--- config.mk ---
export PLATFORM = sky130hd
export DESIGN_NAME = rgb_to_yuv422_pair_average_core
export DESIGN_NICKNAME = d
export VERILOG_FILES = /design/src/rtl/rgbyuv_pkg.sv /design/src/rtl/rgb_to_yuv422_pair_average_core.sv
export SDC_FILE = /design/constraint.sdc
export NUM_CORES = 1
export LEC_CHECK = 0
export ABC_AREA = 1
export BUFFER_PORTS_ARGS = -buffer_cell sky130_fd_sc_hd__buf_2
export CORE_ASPECT_RATIO = 0.6
export CORE_UTILIZATION = 40
export DETAILED_ROUTE_END_ITERATION = 8
export PLACE_DENSITY = 0.57
export SYNTH_ARGS = -nofsm -noshare
export SYNTH_HDL_FRONTEND = slang
export SYNTH_SLANG_ARGS = --single-unit
--- constraint.sdc ---
create_clock -name clock -period 6.2 [get_ports clock]
set_clock_uncertainty 0.1 [all_clocks]
set_input_delay 1.24 -clock clock [delete_from_list [all_inputs] [get_ports clock]]
set_output_delay 1.24 -clock clock [all_outputs]
set_load 0.005 [all_outputs]
--- src/rtl/rgbyuv_pkg.sv ---
// Package for the RGB to YUV 4:2:2 pair-averaging core.
// Holds the beat payload types, BT.601 integer coefficients and queue sizing.
// No dependencies.
package rgbyuv_pkg;

   typedef struct packed {
      logic [7:0] red;
      logic [7:0] green;
      logic [7:0] blue;
      logic       row_end;
   } req_type;

   typedef struct packed {
      logic [7:0] luma;
      logic [7:0] chroma_u;
      logic [7:0] chroma_v;
      logic       run_last;
   } rsp_type;

   // luma = ((66 R + 129 G + 25 B + 128) >> 8) + 16
   localparam logic [16:0] Y_COEF_R  = 17'd66;
   localparam logic [16:0] Y_COEF_G  = 17'd129;
   localparam logic [16:0] Y_COEF_B  = 17'd25;
   localparam logic [7:0]  Y_OFFSET  = 8'd16;

   // chroma = (sum + 128 + 32768) >> 8, sum never goes below -32768
   localparam logic [16:0] C_COEF_112 = 17'd112;
   localparam logic [16:0] U_COEF_R   = 17'd38;
   localparam logic [16:0] U_COEF_G   = 17'd74;
   localparam logic [16:0] V_COEF_G   = 17'd94;
   localparam logic [16:0] V_COEF_B   = 17'd18;
   localparam logic [16:0] ROUND_BIAS = 17'd128;
   localparam logic [16:0] C_BIAS     = 17'd32896;

   localparam int unsigned FIFO_DEPTH = 4;
   localparam int unsigned PTR_W      = $clog2(FIFO_DEPTH);
   localparam int unsigned CNT_W      = $clog2(FIFO_DEPTH + 1);

endpackage

--- src/rtl/rgb_to_yuv422_pair_average_core.sv ---
// RGB to YUV 4:2:2 converter with horizontal chroma pair averaging.
// Depends on rgbyuv_pkg (payload types, coefficients, queue depth).
//
// Usage:
//   req channel: one RGB pixel per beat, raster order, row_end on the last
//   pixel of each row. rsp channel: one YUV pixel per beat.
//   The first pixel of a pair gives no beat; the second gives two beats
//   (held pixel, then this pixel) sharing the floor average of U and V.
//   A row_end pixel with no pixel held leaves alone with its own chroma.
//   run_last marks the last rsp beat caused by a req beat.
//   Timing: a pixel accepted into the input register is converted from it and
//   written into a 4-entry result queue once the queue has room; its beat(s) are
//   offered from the cycle after.
//   Throughput: one req beat per cycle sustained while rsp_ready stays high; the queue drains one rsp
//   beat per cycle, and a pair pushes two entries at once, so the input
//   register moves on only while the queue has two free entries.
//   Reset clears the input register, the pair state and the queue.
//   When the receiver stalls, the queue fills, then the input register
//   holds and req_ready drops; nothing is lost or repeated.
module rgb_to_yuv422_pair_average_core
   import rgbyuv_pkg::*;
(
   input  logic    clock,
   input  logic    reset,
   input  logic    req_valid,
   output logic    req_ready,
   input  req_type req_data,
   output logic    rsp_valid,
   input  logic    rsp_ready,
   output rsp_type rsp_data
);

   req_type           s1_ff;
   logic              s1_valid_ff, s1_valid_in;
   logic              pending_ff, pending_in;
   logic [7:0]        held_luma_ff, held_u_ff, held_v_ff;
   rsp_type           fifo_ff [FIFO_DEPTH];
   logic [PTR_W-1:0]  rd_ptr_ff, rd_ptr_in, wr_ptr_ff, wr_ptr_in;
   logic [CNT_W-1:0]  count_ff, count_in, free_cnt;

   logic [16:0] r17, g17, b17, y_sum, u_sum, v_sum;
   logic [7:0]  y_pix, u_pix, v_pix, u_avg, v_avg;
   logic [8:0]  u_pair, v_pair;
   logic        pop, advance, hold_pix;
   logic [1:0]  push_cnt;
   rsp_type     entry0, entry1;

   // pixel conversion
   always_comb begin
      r17   = {9'd0, s1_ff.red};
      g17   = {9'd0, s1_ff.green};
      b17   = {9'd0, s1_ff.blue};
      y_sum = r17 * Y_COEF_R + g17 * Y_COEF_G + b17 * Y_COEF_B + ROUND_BIAS;
      u_sum = C_BIAS + b17 * C_COEF_112 - r17 * U_COEF_R - g17 * U_COEF_G;
      v_sum = C_BIAS + r17 * C_COEF_112 - g17 * V_COEF_G - b17 * V_COEF_B;
      y_pix = y_sum[15:8] + Y_OFFSET;
      u_pix = u_sum[15:8];
      v_pix = v_sum[15:8];
      u_pair = {1'b0, held_u_ff} + {1'b0, u_pix};
      v_pair = {1'b0, held_v_ff} + {1'b0, v_pix};
      u_avg = u_pair[8:1];
      v_avg = v_pair[8:1];
   end

   // queue control
   always_comb begin
      pop       = rsp_valid && rsp_ready;
      free_cnt  = CNT_W'(FIFO_DEPTH) - count_ff + {{(CNT_W-1){1'b0}}, pop};
      advance   = s1_valid_ff && (free_cnt >= CNT_W'(2));
      req_ready = !s1_valid_ff || advance;

      push_cnt = 2'd0;
      hold_pix = 1'b0;
      if (advance) begin
         if (pending_ff) begin
            push_cnt = 2'd2;
         end else if (s1_ff.row_end) begin
            push_cnt = 2'd1;
         end else begin
            hold_pix = 1'b1;
         end
      end

      if (pending_ff) begin
         entry0 = '{luma: held_luma_ff, chroma_u: u_avg, chroma_v: v_avg, run_last: 1'b0};
      end else begin
         entry0 = '{luma: y_pix, chroma_u: u_pix, chroma_v: v_pix, run_last: 1'b1};
      end
      entry1 = '{luma: y_pix, chroma_u: u_avg, chroma_v: v_avg, run_last: 1'b1};

      pending_in  = advance ? hold_pix : pending_ff;
      s1_valid_in = req_ready ? req_valid : s1_valid_ff;
      rd_ptr_in   = rd_ptr_ff + PTR_W'(pop);
      wr_ptr_in   = wr_ptr_ff + PTR_W'(push_cnt);
      count_in    = count_ff + CNT_W'(push_cnt) - CNT_W'(pop);

      rsp_valid = (count_ff != '0);
      rsp_data  = fifo_ff[rd_ptr_ff];
   end

   always_ff @(posedge clock) begin
      if (reset) begin
         s1_valid_ff  <= 1'b0;
         pending_ff   <= 1'b0;
         rd_ptr_ff    <= '0;
         wr_ptr_ff    <= '0;
         count_ff     <= '0;
         held_luma_ff <= '0;
         held_u_ff    <= '0;
         held_v_ff    <= '0;
      end else begin
         s1_valid_ff <= s1_valid_in;
         pending_ff  <= pending_in;
         rd_ptr_ff   <= rd_ptr_in;
         wr_ptr_ff   <= wr_ptr_in;
         count_ff    <= count_in;
         if (hold_pix) begin
            held_luma_ff <= y_pix;
            held_u_ff    <= u_pix;
            held_v_ff    <= v_pix;
         end
      end
   end

   always_ff @(posedge clock) begin
      if (req_ready && req_valid) begin
         s1_ff <= req_data;
      end
      if (push_cnt != 2'd0) begin
         fifo_ff[wr_ptr_ff] <= entry0;
      end
      if (push_cnt == 2'd2) begin
         fifo_ff[wr_ptr_ff + PTR_W'(1)] <= entry1;
      end
   end

endmodule
==> metrics list, run 1 <==
* Gr ovfl total: 0
- Critical Path AT: 6.60 ns
- Final critical delay including setup and external delays: 6.49 ns
- The clock passes through at most 2 buffers.
* Half-perimeter wire length after placement: 36100 µm
- The die is 257 µm wide.
- Gr usage total: 0.247
- # IOs: 56
* DR vias: 13947
* Number of vias per cell: 5.22
* Final hold violations: 0
- Counting every sink on the clock net gives 158.
* Most used flip-flop cell after synthesis: edfxtp_1
- The worst register-to-register path ends at fifo_ff[2][8].
* Number of synthesized flops with an enable pin: 121
- Maximum number of pins on one net before global-route repair: 51
* Post-synthesis average cell area: 8.54 µm²
* Cells after Synth: 1827
- Of all flip-flops after synthesis, the portion carrying an async set or reset was 0.
- HP Start: fifo_ff[2][0]
- The number of nets handed over by synthesis was 2191.
* Count of buffers inserted at the top-level ports: 55
- In this run the core area contains 55 standard-cell rows.
* Crit path buffers/inverters: 6
* Yosys warnings: 0
- Number of antenna violations at the first check in global routing: 1
- Number of hold-repair buffers added at the cts stage: 0
* Reg-to-reg critical path startpoint: g17[4]
- Crit path max-delay cell type: fa_1
* Worst Reg-to-Reg Cells: 33
- Number of pins exceeding their max-slew limit in the final report: 0
- Area of the core: 38100 µm²
- Synth Register Bits: 158
- WL per Instance: 18.2 µm
- Final setup fails: 36
* Number of diodes added for antenna fixing: 0
- The worst setup path is of the register to register kind.
- Path class of the lowest-slack min-delay path: register to register
- In this run, placement finished with an instance count of 2579.
- In the final layout, the share of cells above drive strength 1 is 0.306.
* Maximum clock rate: 0.154 GHz
- The cell family contributing the most delay on the critical path is adder cells.
* Die Footprint: 39800 µm²
- Clock-pin slew was measured on the worst setup and hold paths at 0.07 ns.
- The die is 155 µm tall.
* Final #Nets: 2508
* Cts bufs inserted: 17
- The initial utilization of the core area, before any placement, comes to 0.410.
- Register area share after synthesis: 0.280
- Most common library cell in the layout ignoring fill and taps: inv_1
- Crit end category: register
* Status: finished with violations
* Headroom to the max-slew limit: 0.313
* Final Cycle Share: 1.05
* Global placer's final weighted congestion: 0.948
* Number of different library cells in the post-synthesis netlist: 49
* Hold Path Sink: fifo_ff[2][0]
- At the worst endpoint, the required time is 6.31 ns.
* CP max stage delay: 0.56 ns
- Total iterations of the first detailed-routing run: 5
- Across all register-to-register paths, the minimum setup slack is -0.29 ns.
- Setup WS post-layout: -0.292 ns
- Once detail routing completed, the nets flagged for antenna violations numbered 0.
- TritonCTS clock tree: done
* Failing checks: negative setup slack
- Area delta synth->final: 32.9%
- Along the worst path, the maximum fanout reaches 4.
* Tightest Pin Transition: 1.03 ns
- Across the run, the number of max-cap violations was 0.
* Cell area after technology mapping: 15600 µm²
* Buffer type at the clock tree root: clkbuf_16
- The detailed router finished its first iteration with 1140 violations.
- Commonest cells after routing, fill and taps aside: inv_1, buf_4, nand2_1
- CP startpoint kind: register
- After detailed routing, the number of remaining DRC violations is 0.
- The number of global-route vias before repair was 13914.
- Timing analysis after detailed placement gives a worst setup slack of -0.610 ns.
- The first global-routing pass estimated 76100 µm of wire.
- Final non-filler cell total: 2670
* Cells on Worst Hold Path: 2
- RSZ-0062 raised after global routing: true
* Depth of the CTS H-tree: 4
- Wire length reported by the detailed router: 48600 µm
- Clock network latency to the later pin of the worst-skew pair: 0.46 ns
==> how the worst max path moves through the flow <==
| stage | slack [ns] | to | start | cells after the start |
|---|---|---|---|---|
| floorplan | 0.003 | fifo_ff[0][6] | g17[5] | 29 |
| global placement | -0.50 | fifo_ff[3][14] | g17[6] | 31 |
| detailed placement | -0.61 | fifo_ff[3][14] | g17[6] | 31 |
| CTS | -0.19 | fifo_ff[2][8] | g17[6] | 32 |
| global route | -0.49 | fifo_ff[0][8] | g17[4] | 33 |
| finish | -0.29 | fifo_ff[2][8] | g17[4] | 33 |
==> layer usage <==
metal | track usage | part of all wire | wire, µm | vias up
li1 | - | - | - | 6710
met1 | 0.381 | 0.50 | 24100 | 6712
met2 | 0.364 | 0.42 | 20400 | 476
met3 | 0.0365 | 0.073 | 3540 | 49
met4 | 0.0471 | 0.011 | 552 | 0
met5 | 0 | 0 | 0 | -
==> through the flow <==
stage | TNS [ns] | area, µm² | hold slack [ns] | util
after detailed placement | -20.14 | 18200 | 0.364 | 0.477
after global routing | -17.03 | 20700 | 0.413 | 0.545
after global placement | -13.61 | 18200 | 0.353 | 0.477
final | -6.08 | 20700 | 0.393 | 0.545
after floorplan | 0 | 15700 | 0.333 | -
after CTS | -2.96 | 19900 | 0.382 | 0.522
==> state kept, by name (all words and copies together) (netlist names) <==
name / flops
b17: 8
count_ff: 3
fifo_ff: 100
g17: 8
held_luma_ff: 8
held_u_ff: 8
held_v_ff: 8
pending_ff: 1
r17: 8
rd_ptr_ff: 2
s1_ff: 1
s1_valid_ff: 1
wr_ptr_ff: 2
==> worst reg2reg max path: cells and delay by family, from the launching register on <==
kind                     cells  cell delay (ns)
AND/OR/NAND/NOR              8             0.62
adder cells (fa/ha/maj)      8             3.04
buffers and inverters        6             0.46
flip-flops                   1             0.46
AO/OA/AOI/OAI               10             1.41
XOR/XNOR                     1             0.17
==> cells by family after synthesis <==
family	Yosys count	synth area share
flip-flops	158	0.280
adder cells (fa/ha/maj)	335	0.312
XOR/XNOR	70	0.0415
buffers and inverters	365	0.0908
AO/OA/AOI/OAI	340	0.122
AND/OR/NAND/NOR	559	0.154
==> synth_stat cells (5+ instances only) <==
library cell,count,area share
buf_2,15,0.0048
ha_1,245,0.20
nand3b_1,6,0.0029
dfxtp_1,37,0.047
o21ai_1,11,0.0035
or2_2,8,0.0032
o22ai_1,54,0.022
nor2_1,101,0.024
nand2_2,10,0.0040
fa_1,90,0.12
inv_2,7,0.0017
nand2_1,299,0.072
o21bai_1,21,0.010
xor2_1,40,0.022
a21o_1,7,0.0034
a21oi_1,100,0.032
nand4_1,6,0.0024
nand3_1,108,0.035
o21ai_0,126,0.040
nor3_1,6,0.0019
edfxtp_1,121,0.23
inv_1,313,0.075
a31oi_1,5,0.0020
o211ai_1,8,0.0038
clkbuf_1,21,0.0051
xnor2_1,27,0.015
==> cell type report <==
type                    count  area [µm²]
flip-flops and latches    158        4370
well taps                 513         642
repair buffers            342        2550
inverters                 321        1220
clock inverters            13         126
clock buffers              19         454
fillers                  3350       17300
multi-input cells        1304       11400
==> timing repair <==
item / CTS / global route
cloned: 0 / 0
gates resized for setup: 145 / 161
pin swaps: 88 / 88
endpoints found under the setup margin: 74 / 77
setup buffers: 44 / 17
Power of run 1 is not shown: default switching activity piles up to over one toggle a cycle in this logic, so the estimate is an artifact.
==> inputs of run 2 (changes only) <==
CTS_BUF_LIST = sky130_fd_sc_hd__clkbuf_2 sky130_fd_sc_hd__clkbuf_4 sky130_fd_sc_hd__clkbuf_8   (was default)
==> run 2 against run 1 <==
  * The run still ends with negative setup slack left
  * Die area is the same
  * Maximum frequency grew 1.8%
  * First-iteration DRC count shrank 2.2%
  * Routed wire length down 1.1%
  * Register-to-register slack gained 0.12 ns
  * Critical path depth unchanged
  * Sequential share of layout area about the same
  * Critical endpoint is now fifo_ff[0][8]
  * Highest routed layer unchanged
==> metrics list, run 2 (synthesis results as in run 1) <==
- Gr usage total: 0.246
- The number of hold violations in the final report came to 0.
- Post-detailed-route DRC marker count: 0
* Crit end category: register
- At the worst endpoint, the required time is 6.36 ns.
- Gr ovfl total: 0
* Vias in the first global route: 13953
* Met1 track demand over resource in global routing: 0.377
- The multi-input combinational cells in the finished layout cover a total of 11500 µm².
- Most used routing layer in global routing: met1
* Clock-pin transition on the worst setup and hold timing paths: 0.10 ns
- Setup repair after global routing could not meet its margin everywhere.
* Final standard cell area without fillers: 20800 µm²
- The count of nets left with antenna violations once routing finished came out at 0.
- Status: finished with violations
- OpenSTA, run right after detailed placement, puts the worst setup slack at -0.610 ns.
- Horizontal die dimension: 257 µm
- On the critical path, the stage with the largest delay is an instance of fa_1.
- Maximum capacitance violations: 0
* Worst R2R Setup Slack: -0.18 ns
- Area delta synth->final: 33.0%
- CP max stage delay: 0.56 ns
- Maximum clock rate: 0.157 GHz
- Register with the most flip-flops: fifo_ff
- Area of the core: 38100 µm²
* HP Start: fifo_ff[2][0]
* TritonCTS clock tree: done
- Maximum number of pins on one net before global-route repair: 51
* Reg area: 4370 µm²
- The number of cells on the worst reg-to-reg path is 33.
- No sink is reached through more buffers than the 2 on the longest clock path.
* Die Footprint: 39800 µm²
- For met2 alone, demand over resource in global routing was 0.364.
* Final Cycle Share: 1.03
- The number of clock buffers added by TritonCTS is 17.
- In this run the clock root is driven by a clkbuf_8.
- Initial cell density of the core: 0.410
- CP startpoint kind: register
- For the finished layout, the period the worst path requires is 6.38 ns.
* Number of antenna violations at the first check in global routing: 1
- Starting DRC count in detailed routing: 1115
* Filler Cells Inserted: 3363
* Commonest cells after routing, fill and taps aside: inv_1, buf_4, nand2_1
- Number of hold-repair buffers added at the cts stage: 0
* Path type of the worst setup path: register to register
- Most common library cell in the layout ignoring fill and taps: inv_1
* # IOs: 56
* Path class of the lowest-slack min-delay path: register to register
- In this run the tool buffered the top-level ports with 55 buffer cells.
- The first global-routing pass estimated 75900 µm of wire.
* Hold Path Sink: fifo_ff[2][0]
* Reg-to-reg critical path startpoint: g17[4]
- Total iterations of the first detailed-routing run: 5
- Routability-driven placement finished with a final weighted congestion of 0.948.
- The worst hold path was traced through 2 stages.
* Headroom to the max-slew limit: 0.293
- Number of pins exceeding their max-slew limit in the final report: 0
- Half-perimeter wire length after placement: 36100 µm
* Clock Sinks: 158
- Once placement finished, the instance area stood at 18200 µm².
- In the final routed layout, each cell accounts on average for 17.9 µm.
- Routing usage on met3: 0.0376
- Number of diodes added for antenna fixing: 0
* Share of layout cells above drive strength 1: 0.321
* Clock network latency to the later pin of the worst-skew pair: 0.52 ns
- For the worst setup path, the data arrival time is 6.54 ns.
- At the pin with the least slew margin, the transition time is 1.06 ns.
* Number of core rows: 55
- Final #Nets: 2517
- DR vias: 13903
- R2R Path End: fifo_ff[0][8]
- After detailed routing, the number of vias per cell comes to 5.19.
- Die extent in y: 155 µm
- Wires add up to 48100 µm.
- The checks that failed: negative setup slack.
- The register with the most flip-flops in the layout has 100 of them.
- Setup WS post-layout: -0.177 ns
- The H-tree was split into 4 levels.
- Of all nets on the critical path, the largest fanout is 4.
- Setup violations remaining at the end of the flow were counted as 36.
## run 2: cell count changes in the layout (fill, tap and decap cells not counted), moves of 3 or more
cell	delta
nand2_1	-13
buf_6	+3
inv_2	+6
clkbuf_8	+17
clkbuf_16	-18
nor2_4	+4
inv_1	-8
buf_4	+7
o21bai_4	+3
nand2_2	+12
ha_4	+3
inv_4	+3
## run 2: critical path: cells and delay by family (launching register included)
family / cells / cell delay [ns]
buffers and inverters: 6 / 0.45
XOR/XNOR: 1 / 0.12
AO/OA/AOI/OAI: 11 / 1.50
AND/OR/NAND/NOR: 7 / 0.54
adder cells (fa/ha/maj): 8 / 2.92
flip-flops: 1 / 0.46
## run 2: final cells by class
| cell class | instances | share of cell area |
|---|---|---|
| flip-flops and latches | 158 | 0.211 |
| inverters | 321 | 0.0589 |
| multi-input cells | 1304 | 0.554 |
| well taps | 513 | 0.0309 |
| clock inverters | 14 | 0.00754 |
| repair buffers | 351 | 0.126 |
| clock buffers | 18 | 0.0116 |
## run 2: timing repair
item,in CTS,in global routing
buffers inserted,49,23
cloned,0,0
setup endpoints to repair,73,73
gates resized for setup,156,190
pin swaps,79,127
## run 2: routing by layer
| layer | up-vias | share of wire |
|---|---|---|
| met5 | - | 0 |
| met4 | 0 | 0.0095 |
| met2 | 415 | 0.42 |
| li1 | 6726 | - |
| met3 | 38 | 0.066 |
| met1 | 6724 | 0.51 |
## run 2: how the worst max path moves through the flow
| stage | startpoint | end | slack, ns | cells past startpoint |
|---|---|---|---|---|
| after CTS | g17[6] | fifo_ff[2][8] | -0.16 | 33 |
| after detailed placement | g17[6] | fifo_ff[3][14] | -0.61 | 31 |
| final | g17[4] | fifo_ff[0][8] | -0.18 | 33 |
| after global routing | g17[4] | fifo_ff[0][8] | -0.42 | 33 |
| after global placement | g17[6] | fifo_ff[3][14] | -0.50 | 31 |
| after floorplan | g17[5] | fifo_ff[0][6] | 0.003 | 29 |
## run 2: per-stage QoR
| stage | utilization | TNS (ns) | hold WS (ns) | std cells |
|---|---|---|---|---|
| 3_5_place_dp | 0.477 | -20.14 | 0.364 | 2579 |
| 6_report | 0.545 | -3.28 | 0.397 | 2679 |
| 2_1_floorplan | - | 0 | 0.333 | 1827 |
| 3_3_place_gp | 0.477 | -13.61 | 0.353 | 2579 |
| 4_1_cts | 0.519 | -2.37 | 0.389 | 2660 |
| 5_1_grt | 0.545 | -14.15 | 0.420 | 2679 |
Power of run 2 is left out for the same reason.
